## src/rtl/elc_pkg.sv

```systemverilog
// Shared types and constants of the EMA latency cooldown controller.
// Holds the sequencer state type, register indexes, reset values and
// the multiplier operand bundle. Depends on nothing.
package elc_pkg;

   // Widths of the shared multiplier and of the configuration index.
   localparam int MUL_A_WIDTH   = 17;
   localparam int MUL_B_WIDTH   = 32;
   localparam int PRODUCT_WIDTH = MUL_A_WIDTH + MUL_B_WIDTH;
   localparam int CSR_IDX_WIDTH = 3;

   // Configuration register indexes.
   localparam logic [CSR_IDX_WIDTH-1:0] CSR_EMA_WEIGHT      = 3'd0;
   localparam logic [CSR_IDX_WIDTH-1:0] CSR_TARGET_LATENCY  = 3'd1;
   localparam logic [CSR_IDX_WIDTH-1:0] CSR_BASE_COOLDOWN   = 3'd2;
   localparam logic [CSR_IDX_WIDTH-1:0] CSR_PRESSURE_GAIN   = 3'd3;
   localparam logic [CSR_IDX_WIDTH-1:0] CSR_MIN_COOLDOWN    = 3'd4;
   localparam logic [CSR_IDX_WIDTH-1:0] CSR_MAX_COOLDOWN    = 3'd5;
   localparam logic [CSR_IDX_WIDTH-1:0] CSR_RECOVERY_WINDOW = 3'd6;

   // Operation codes of an input item.
   localparam logic OP_SAMPLE = 1'b0;
   localparam logic OP_CLEAR  = 1'b1;

   // Register reset values.
   localparam logic [16:0] RST_EMA_WEIGHT      = 17'd6554;
   localparam logic [31:0] RST_TARGET_LATENCY  = 32'd256000;
   localparam logic [31:0] RST_BASE_COOLDOWN   = 32'd25600;
   localparam logic [15:0] RST_PRESSURE_GAIN   = 16'd256;
   localparam logic [31:0] RST_MIN_COOLDOWN    = 32'd0;
   localparam logic [31:0] RST_MAX_COOLDOWN    = 32'd2560000;
   localparam logic [15:0] RST_RECOVERY_WINDOW = 16'd5;

   // Fixed-point constants: one in Q1.16, the Q0.16 rounding bias and
   // half a microsecond in 1/256 us units.
   localparam logic [16:0] ONE_Q16   = 17'h10000;
   localparam logic [PRODUCT_WIDTH-1:0] ROUND_Q16 = PRODUCT_WIDTH'(32768);
   localparam logic [PRODUCT_WIDTH-1:0] ROUND_Q8  = PRODUCT_WIDTH'(128);
   localparam logic [32:0] HALF_UNIT = 33'd128;

   // One-hot sequencer states.
   typedef enum logic [9:0] {
      S_IDLE    = 10'b0000000001,
      S_MUL_NEW = 10'b0000000010,
      S_MUL_OLD = 10'b0000000100,
      S_AVG     = 10'b0000001000,
      S_CMP     = 10'b0000010000,
      S_PRESS   = 10'b0000100000,
      S_CAND    = 10'b0001000000,
      S_CLAMP   = 10'b0010000000,
      S_COMMIT  = 10'b0100000000,
      S_DONE    = 10'b1000000000
   } elc_state_type;

   // Operands presented to the shared multiplier.
   typedef struct packed {
      logic [MUL_A_WIDTH-1:0] op_a;
      logic [MUL_B_WIDTH-1:0] op_b;
   } elc_mul_ops_type;

endpackage

```

## src/rtl/ema_latency_cooldown_controller.sv

```systemverilog
// Top level of the EMA latency cooldown controller: configuration registers,
// sequencer, state and result registers. Depends on elc_pkg and elc_mul.
// A clear item goes straight to the result. A sample is averaged and compared with
// target: at or below it starts or checks the recovery timer, on a recovery it is
// clamped, and above target a pressure term is added first; the single shared
// multiplier serves up to three passes. The next item is taken in the cycle after
// the result is loaded. Synchronous reset restores register defaults and state.
module ema_latency_cooldown_controller #(
   parameter int COUNT_WIDTH = 32
) (
   input  logic                                clock,
   input  logic                                reset,
   // Input channel
   input  logic                                req_valid,
   output logic                                req_stall,
   input  logic                                req_operation,
   input  logic [31:0]                         req_latency_sample,
   input  logic [31:0]                         req_now_seconds,
   // Result channel
   output logic                                rsp_valid,
   input  logic                                rsp_stall,
   output logic [31:0]                         rsp_cooldown,
   output logic [31:0]                         rsp_average_latency,
   output logic                                rsp_cooldown_raised,
   output logic [31:0]                         rsp_expansion_count,
   output logic [31:0]                         rsp_recovery_count,
   output logic                                rsp_timer_running,
   // Configuration port
   input  logic                                csr_write_enable,
   input  logic [elc_pkg::CSR_IDX_WIDTH-1:0]   csr_index,
   input  logic [31:0]                         csr_write_data
);
   import elc_pkg::*;

   // Configuration registers.
   logic [16:0] ema_weight_ff;
   logic [31:0] target_latency_ff;
   logic [31:0] base_cooldown_ff;
   logic [15:0] pressure_gain_ff;
   logic [31:0] min_cooldown_ff;
   logic [31:0] max_cooldown_ff;
   logic [15:0] recovery_window_ff;

   // Sequencer and controller state.
   elc_state_type            state_ff, state_in;
   logic [31:0]              average_ff, average_in;
   logic [31:0]              cooldown_ff, cooldown_in;
   logic                     timer_active_ff, timer_active_in;
   logic [31:0]              below_since_ff, below_since_in;
   logic [COUNT_WIDTH-1:0]   expansions_ff, expansions_in;
   logic [COUNT_WIDTH-1:0]   recoveries_ff, recoveries_in;

   // Per-item working registers.
   logic [31:0]              sample_ff, sample_in;
   logic [31:0]              now_ff, now_in;
   logic [PRODUCT_WIDTH-1:0] acc_ff, acc_in;
   logic [31:0]              excess_ff, excess_in;
   logic [31:0]              cand_ff, cand_in;
   logic [31:0]              clamped_ff, clamped_in;
   logic                     recover_ff, recover_in;

   // Result registers.
   logic                     rsp_valid_ff, rsp_valid_in;
   logic [31:0]              rsp_cooldown_ff, rsp_cooldown_in;
   logic [31:0]              rsp_average_ff, rsp_average_in;
   logic                     rsp_pressure_ff, rsp_pressure_in;
   logic [31:0]              rsp_expansions_ff, rsp_expansions_in;
   logic [31:0]              rsp_recoveries_ff, rsp_recoveries_in;
   logic                     rsp_timer_ff, rsp_timer_in;

   // Shared multiplier.
   elc_mul_ops_type          mul_ops;
   logic [PRODUCT_WIDTH-1:0] product;

   // Combinational helpers.
   logic [16:0]              weight_sat;
   logic [PRODUCT_WIDTH-1:0] avg_sum;
   logic [PRODUCT_WIDTH-1:0] press_rounded;
   logic [40:0]              cand_wide;
   logic [31:0]              elapsed;

   elc_mul u_mul (
      .clock    (clock),
      .operands (mul_ops),
      .product  (product)
   );

   // A weight above one acts as one.
   assign weight_sat    = (ema_weight_ff > ONE_Q16) ? ONE_Q16 : ema_weight_ff;
   assign avg_sum       = acc_ff + product;
   assign press_rounded = product + ROUND_Q8;
   assign cand_wide     = {9'd0, base_cooldown_ff} + press_rounded[48:8];
   assign elapsed       = now_ff - below_since_ff;

   // Configuration writes; indexes beyond the list are ignored.
   always_ff @(posedge clock) begin
      if (reset) begin
         ema_weight_ff      <= RST_EMA_WEIGHT;
         target_latency_ff  <= RST_TARGET_LATENCY;
         base_cooldown_ff   <= RST_BASE_COOLDOWN;
         pressure_gain_ff   <= RST_PRESSURE_GAIN;
         min_cooldown_ff    <= RST_MIN_COOLDOWN;
         max_cooldown_ff    <= RST_MAX_COOLDOWN;
         recovery_window_ff <= RST_RECOVERY_WINDOW;
      end else if (csr_write_enable) begin
         unique case (csr_index)
            CSR_EMA_WEIGHT:      ema_weight_ff      <= csr_write_data[16:0];
            CSR_TARGET_LATENCY:  target_latency_ff  <= csr_write_data;
            CSR_BASE_COOLDOWN:   base_cooldown_ff   <= csr_write_data;
            CSR_PRESSURE_GAIN:   pressure_gain_ff   <= csr_write_data[15:0];
            CSR_MIN_COOLDOWN:    min_cooldown_ff    <= csr_write_data;
            CSR_MAX_COOLDOWN:    max_cooldown_ff    <= csr_write_data;
            CSR_RECOVERY_WINDOW: recovery_window_ff <= csr_write_data[15:0];
            default: ;
         endcase
      end
   end

   // Sequencer and datapath next-state logic.
   always_comb begin
      state_in          = state_ff;
      average_in        = average_ff;
      cooldown_in       = cooldown_ff;
      timer_active_in   = timer_active_ff;
      below_since_in    = below_since_ff;
      expansions_in     = expansions_ff;
      recoveries_in     = recoveries_ff;
      sample_in         = sample_ff;
      now_in            = now_ff;
      acc_in            = acc_ff;
      excess_in         = excess_ff;
      cand_in           = cand_ff;
      clamped_in        = clamped_ff;
      recover_in        = recover_ff;
      rsp_cooldown_in   = rsp_cooldown_ff;
      rsp_average_in    = rsp_average_ff;
      rsp_pressure_in   = rsp_pressure_ff;
      rsp_expansions_in = rsp_expansions_ff;
      rsp_recoveries_in = rsp_recoveries_ff;
      rsp_timer_in      = rsp_timer_ff;
      mul_ops.op_a      = '0;
      mul_ops.op_b      = '0;
      // A waiting result stays until the downstream side takes it.
      rsp_valid_in      = rsp_valid_ff & rsp_stall;

      unique case (state_ff)
         S_IDLE: begin
            if (req_valid) begin
               if (req_operation == OP_CLEAR) begin
                  // A clear item restores the controller state from the current target and base.
                  average_in      = target_latency_ff;
                  cooldown_in     = base_cooldown_ff;
                  timer_active_in = 1'b0;
                  below_since_in  = '0;
                  expansions_in   = '0;
                  recoveries_in   = '0;
                  state_in        = S_DONE;
               end else begin
                  sample_in = req_latency_sample;
                  now_in    = req_now_seconds;
                  state_in  = S_MUL_NEW;
               end
            end
         end
         S_MUL_NEW: begin
            // Weighted new sample.
            mul_ops.op_a = weight_sat;
            mul_ops.op_b = sample_ff;
            state_in     = S_MUL_OLD;
         end
         S_MUL_OLD: begin
            // Weighted old average, while the first product is banked.
            mul_ops.op_a = ONE_Q16 - weight_sat;
            mul_ops.op_b = average_ff;
            acc_in       = product + ROUND_Q16;
            state_in     = S_AVG;
         end
         S_AVG: begin
            average_in = avg_sum[47:16];
            state_in   = S_CMP;
         end
         S_CMP: begin
            excess_in = average_ff - target_latency_ff;
            priority if (average_ff > target_latency_ff) begin
               recover_in = 1'b0;
               state_in   = S_PRESS;
            end else if (!timer_active_ff) begin
               // First item at or below target starts the timer.
               below_since_in  = now_ff;
               timer_active_in = 1'b1;
               state_in        = S_DONE;
            end else if (elapsed >= {16'd0, recovery_window_ff}) begin
               cand_in    = base_cooldown_ff;
               recover_in = 1'b1;
               state_in   = S_CLAMP;
            end else begin
               state_in = S_DONE;
            end
         end
         S_PRESS: begin
            mul_ops.op_a = {1'b0, pressure_gain_ff};
            mul_ops.op_b = excess_ff;
            state_in     = S_CAND;
         end
         S_CAND: begin
            // Base plus the rounded pressure term (Q8.8 gain times excess), saturated to 32 bits.
            cand_in  = (|cand_wide[40:32]) ? '1 : cand_wide[31:0];
            state_in = S_CLAMP;
         end
         S_CLAMP: begin
            // The lower bound is checked first, so it wins over the upper one.
            priority if (cand_ff < min_cooldown_ff) begin
               clamped_in = min_cooldown_ff;
            end else if (cand_ff > max_cooldown_ff) begin
               clamped_in = max_cooldown_ff;
            end else begin
               clamped_in = cand_ff;
            end
            state_in = S_COMMIT;
         end
         S_COMMIT: begin
            // Count changes larger than half a microsecond.
            if (recover_ff) begin
               if ({1'b0, clamped_ff} + HALF_UNIT < {1'b0, cooldown_ff}) begin
                  recoveries_in = recoveries_ff + COUNT_WIDTH'(1);
               end
            end else begin
               if ({1'b0, clamped_ff} > {1'b0, cooldown_ff} + HALF_UNIT) begin
                  expansions_in = expansions_ff + COUNT_WIDTH'(1);
               end
            end
            cooldown_in     = clamped_ff;
            timer_active_in = 1'b0;
            state_in        = S_DONE;
         end
         S_DONE: begin
            // Load the result once the output register is free.
            if (!rsp_valid_ff || !rsp_stall) begin
               rsp_valid_in      = 1'b1;
               rsp_cooldown_in   = cooldown_ff;
               rsp_average_in    = average_ff;
               rsp_pressure_in   = cooldown_ff > base_cooldown_ff;
               rsp_expansions_in = 32'(expansions_ff);
               rsp_recoveries_in = 32'(recoveries_ff);
               rsp_timer_in      = timer_active_ff;
               state_in          = S_IDLE;
            end
         end
         default: begin
            state_in = S_IDLE;
         end
      endcase
   end

   // Control and architectural state.
   always_ff @(posedge clock) begin
      if (reset) begin
         state_ff        <= S_IDLE;
         rsp_valid_ff    <= 1'b0;
         average_ff      <= RST_TARGET_LATENCY;
         cooldown_ff     <= RST_BASE_COOLDOWN;
         timer_active_ff <= 1'b0;
         below_since_ff  <= '0;
         expansions_ff   <= '0;
         recoveries_ff   <= '0;
      end else begin
         state_ff        <= state_in;
         rsp_valid_ff    <= rsp_valid_in;
         average_ff      <= average_in;
         cooldown_ff     <= cooldown_in;
         timer_active_ff <= timer_active_in;
         below_since_ff  <= below_since_in;
         expansions_ff   <= expansions_in;
         recoveries_ff   <= recoveries_in;
      end
   end

   // Working and result payload registers.
   always_ff @(posedge clock) begin
      sample_ff         <= sample_in;
      now_ff            <= now_in;
      acc_ff            <= acc_in;
      excess_ff         <= excess_in;
      cand_ff           <= cand_in;
      clamped_ff        <= clamped_in;
      recover_ff        <= recover_in;
      rsp_cooldown_ff   <= rsp_cooldown_in;
      rsp_average_ff    <= rsp_average_in;
      rsp_pressure_ff   <= rsp_pressure_in;
      rsp_expansions_ff <= rsp_expansions_in;
      rsp_recoveries_ff <= rsp_recoveries_in;
      rsp_timer_ff      <= rsp_timer_in;
   end

   // Port drivers.
   assign req_stall           = (state_ff != S_IDLE);
   assign rsp_valid           = rsp_valid_ff;
   assign rsp_cooldown        = rsp_cooldown_ff;
   assign rsp_average_latency = rsp_average_ff;
   assign rsp_cooldown_raised = rsp_pressure_ff;
   assign rsp_expansion_count = rsp_expansions_ff;
   assign rsp_recovery_count  = rsp_recoveries_ff;
   assign rsp_timer_running   = rsp_timer_ff;

endmodule

```

## src/rtl/elc_mul.sv

```systemverilog
// Shared 17 x 32 bit unsigned multiplier with a registered product.
// Used by the controller sequencer for the average and the pressure term.
// Depends on elc_pkg.
module elc_mul (
   input  logic                                  clock,
   input  elc_pkg::elc_mul_ops_type              operands,
   output logic [elc_pkg::PRODUCT_WIDTH-1:0]     product
);
   import elc_pkg::*;

   logic [PRODUCT_WIDTH-1:0] product_ff;
   logic [PRODUCT_WIDTH-1:0] product_in;

   // One multiplication per cycle; the product is ready in the cycle after its operands.
   assign product_in = PRODUCT_WIDTH'(operands.op_a) * PRODUCT_WIDTH'(operands.op_b);

   always_ff @(posedge clock) begin
      product_ff <= product_in;
   end

   assign product = product_ff;

endmodule

```

## config.mk

```make
export PLATFORM = sky130hd
export DESIGN_NAME = ema_latency_cooldown_controller
export DESIGN_NICKNAME = d
export VERILOG_FILES = /design/src/rtl/elc_pkg.sv /design/src/rtl/ema_latency_cooldown_controller.sv /design/src/rtl/elc_mul.sv
export SDC_FILE = /design/constraint.sdc
export NUM_CORES = 2
export LEC_CHECK = 0
export BUFFER_PORTS_ARGS = -buffer_cell sky130_fd_sc_hd__clkbuf_2
export CAP_MARGIN = 40
export CELL_PAD_IN_SITES_DETAIL_PLACEMENT = 1
export CELL_PAD_IN_SITES_GLOBAL_PLACEMENT = 2
export CORE_MARGIN = 4
export CORE_UTILIZATION = 36
export DETAILED_ROUTE_END_ITERATION = 12
export PLACE_DENSITY_LB_ADDON = 0.1
export SLEW_MARGIN = 0
export SYNTH_ARGS = -nofsm -noshare
export SYNTH_HDL_FRONTEND = slang
export SYNTH_SLANG_ARGS = --single-unit
export TNS_END_PERCENT = 10
```

## constraint.sdc

```tcl
create_clock -name clock -period 9.7 [get_ports clock]
set_input_delay 2.91 -clock clock [delete_from_list [all_inputs] [get_ports clock]]
set_output_delay 2.91 -clock clock [all_outputs]
set_load 0.02 [all_outputs]
```

==> flow_metrics.py <==
metrics = {
    "clocking": {
        "postCtsResizedCells": 0,
        "cts_setup_buffers": 0,
        "cts.sinks": 737,
        "clkLatencyLatePin_ns": 0.72,
        "cts.htree.levels": 3,
        "numCtsBuffers": 91,
        "cts_hold_buf": 0,
        "clockRootBuffer": "clkbuf_16",
        "clk_pin_slew_ns": 0.06,
        "cts_tree": "done",
        "cts.path.max_buffers": 3,
    },
    "setup_path": {
        "crit_fanout": 43,
        "cp.arrival_ns": 9.76,
        "worst_setup_path_start_kind": "flop",
        "slowest_stage": "or3b_2",
        "setup.worst_path.class": "flop to flop",
        "cp.required_ns": 10.33,
        "crit_path_start": "state_ff[9]",
        "reg2reg_from": "state_ff[9]",
        "crit_top_cell": "fa_1",
        "worstSetupEndpointType": "flop",
        "critPathTopFamily": "adder cells",
        "crit_path_max_incr_delay_ns": 0.55,
        "path_buf_inv": 8,
    },
    "timing": {
        "worst-slew-pin-transition_ns": 1.10,
        "whs_ns": 0.429,
        "maxSlewViolCount": 0,
        "fin_setup_tns_ns": 0,
        "fin_ws_ns": 0.577,
        "setup_viol": 0,
        "hold_violations": 0,
        "fmax_ghz": 0.110,
        "slew_headroom_pct": 26.4,
        "period_minus_slack_ns": 9.12,
        "period_share_pct": 94.1,
        "rsz0062_at_grt": "no",
        "finalClockSkew_ns": 0.0592,
    },
    "global_routing": {
        "grt-ovfl-total": 0,
        "grt_pass1_wl_mm": 316,
        "antenna_found_initial": 17,
        "grt_max_degree": 101,
        "grt_pass1_vias": 49000,
        "track_usage_pct": 25.3,
    },
    "power": {
        "p_leak_nw": 28.0,
        "max-vdd-ir-drop_mv": 0.130,
        "power_density_nw_per_um2": 118,
    },
    "route": {
        "vias_per_cell": 5.32,
        "drtPass1Iterations": 6,
        "via_count": 46800,
        "drt-initial-drc-count": 2790,
        "drc": 0,
        "wire_per_inst_um": 23.8,
        "routed_wl_mm": 209,
        "ant_nets": 0,
    },
    "logic_synthesis": {
        "yosys_warnings": 0,
        "synthCells": 6420,
        "synthMuxAreaShare_pct": 1.32,
        "async_reset_ff_share_pct": 0,
        "ys_ff_latch": 737,
        "syn-cell-area_um2": 57200,
        "synth_fa_ha_area_share_pct": 25.4,
        "synth_enable_flop_cells": 339,
        "synthSimpleGateAreaFrac_pct": 16.7,
        "synth_compound_area_share_pct": 12.7,
        "synthXorXnorAreaFrac_pct": 4.87,
        "synth_nets": 7416,
        "synth_cell_types": 83,
        "yosysSeqAreaShare_pct": 31.7,
        "syn_avg_cell_area_um2": 8.91,
        "synth_flop_cell": "dfxtp_1",
        "synth_top_family_by_area": "adder cells",
    },
    "final_layout": {
        "layout_common_cells": "nand2_1, inv_1, a21oi_1, fa_1, ha_1",
        "syn_to_final_growth_pct": 13.1,
        "drive_gt1_share_pct": 8.88,
        "largest_reg_flops": 49,
        "utilization_pct": 40.9,
        "fin_cells": 8807,
        "final_nets": 7652,
        "layout_commonest_cell": "nand2_1",
        "fillers": 18200,
    },
    "floorplanning": {
        "rows": 146,
        "coreArea_um2": 158000,
        "start_util_pct": 36.2,
        "die_area_um2": 165000,
        "die_h_um": 407,
        "die_w_um": 407,
        "ioPinCount": 237,
    },
    "placed_design": {
        "numPortBuffers": 236,
        "dp_slack_ns": 0.324,
        "post-dp-hpwl_mm": 166,
        "place_congestion": 0.886,
        "placed_cells": 8635,
    },
    "run_status": {
        "outcome": "finished clean",
    },
    "min_path": {
        "hp-class": "flop to flop",
        "worstHoldStart": "u_mul.product[1]",
    },
    "job": {
        "cap_violations": 0,
    },
}
where the power goes:
group	total (mW)	switching, mW	internal (mW)
sequential	3.39	0.0738	3.31
clock	3.53	1.48	2.05
combinational	0.741	0.480	0.261
kinds of logic after synthesis:
group	count (synthesis)
AND/OR/NAND/NOR	2152
flip-flops	737
adder cells (fa/ha/maj)	891
buffers and inverters	1104
multiplexers	75
XOR/XNOR	317
AO/OA/AOI/OAI	1144
stage by stage:
step,total power [mW],cell area [um^2]
2_1_floorplan,3.88,57200
3_3_place_gp,4.18,61400
3_5_place_dp,4.20,61600
4_1_cts,7.76,64700
5_1_grt,7.97,64700
6_report,7.66,64700
final timing paths:
check             slack, ns  depth (start not counted)           endpoint
setup / recovery       0.58                         31  u_mul.product[47]
hold reg to reg        0.43                          0          acc_ff[1]
hold / removal         0.43                          0          acc_ff[1]
setup reg to reg       0.58                         31  u_mul.product[47]
routing by layer:
| layer | GRT usage, % | wire length [um] |
|---|---|---|
| met2 | 42.3 | 98400 |
| met3 | 2.96 | 8480 |
| met4 | 5.48 | 4360 |
| met5 | 0.446 | 102 |
| met1 | 35.3 | 97900 |
final cells by class:
class	count	area, um^2	area share, %
diodes	3	7.51	0.0116
clock buffers	134	2740	4.23
well taps	2072	2590	4.00
multi-input cells	4579	35000	54.1
clock inverters	35	355	0.549
flip-flops and latches	737	18100	28.0
inverters	846	3180	4.91
repair buffers	401	2680	4.14
cells in the mapped netlist, drive strengths merged (23+ instances only):
cell	number	area share, %
nand3	158	1.4
inv	844	5.5
a311oi	38	0.58
ha	439	9.6
nor2b	40	0.44
edfxtp	339	18
o22a	32	0.49
nand2	1118	7.3
a22oi	28	0.37
dfxtp	398	14
or3	29	0.33
and2	44	0.48
nand3b	23	0.30
mux2i	70	1.2
clkbuf	234	1.5
o21a	44	0.58
a221oi	27	0.41
o21ai	157	1.4
and3	41	0.45
nor2	425	2.8
buf	24	0.21
nand2b	42	0.46
a21o	138	1.8
a211oi	25	0.33
xnor2	195	3.0
xor2	122	1.9
fa	452	16
a21oi	466	4.1
nand4	75	0.83
nor3	62	0.55
o211ai	26	0.34
o21bai	26	0.34
worst reg2reg max path, delay by kind of cell (launching register included):
kind                       cells  cell delay, ns
DFF                            1            0.34
AOI/OAI and AO/OA              7            1.85
xor gates and xnor gates       1            0.13
and+or+nand+nor                8            2.30
buffers and inverters          8            0.93
adders and majority gates      7            3.50
Note: power is estimated with default switching activity, not from simulation.
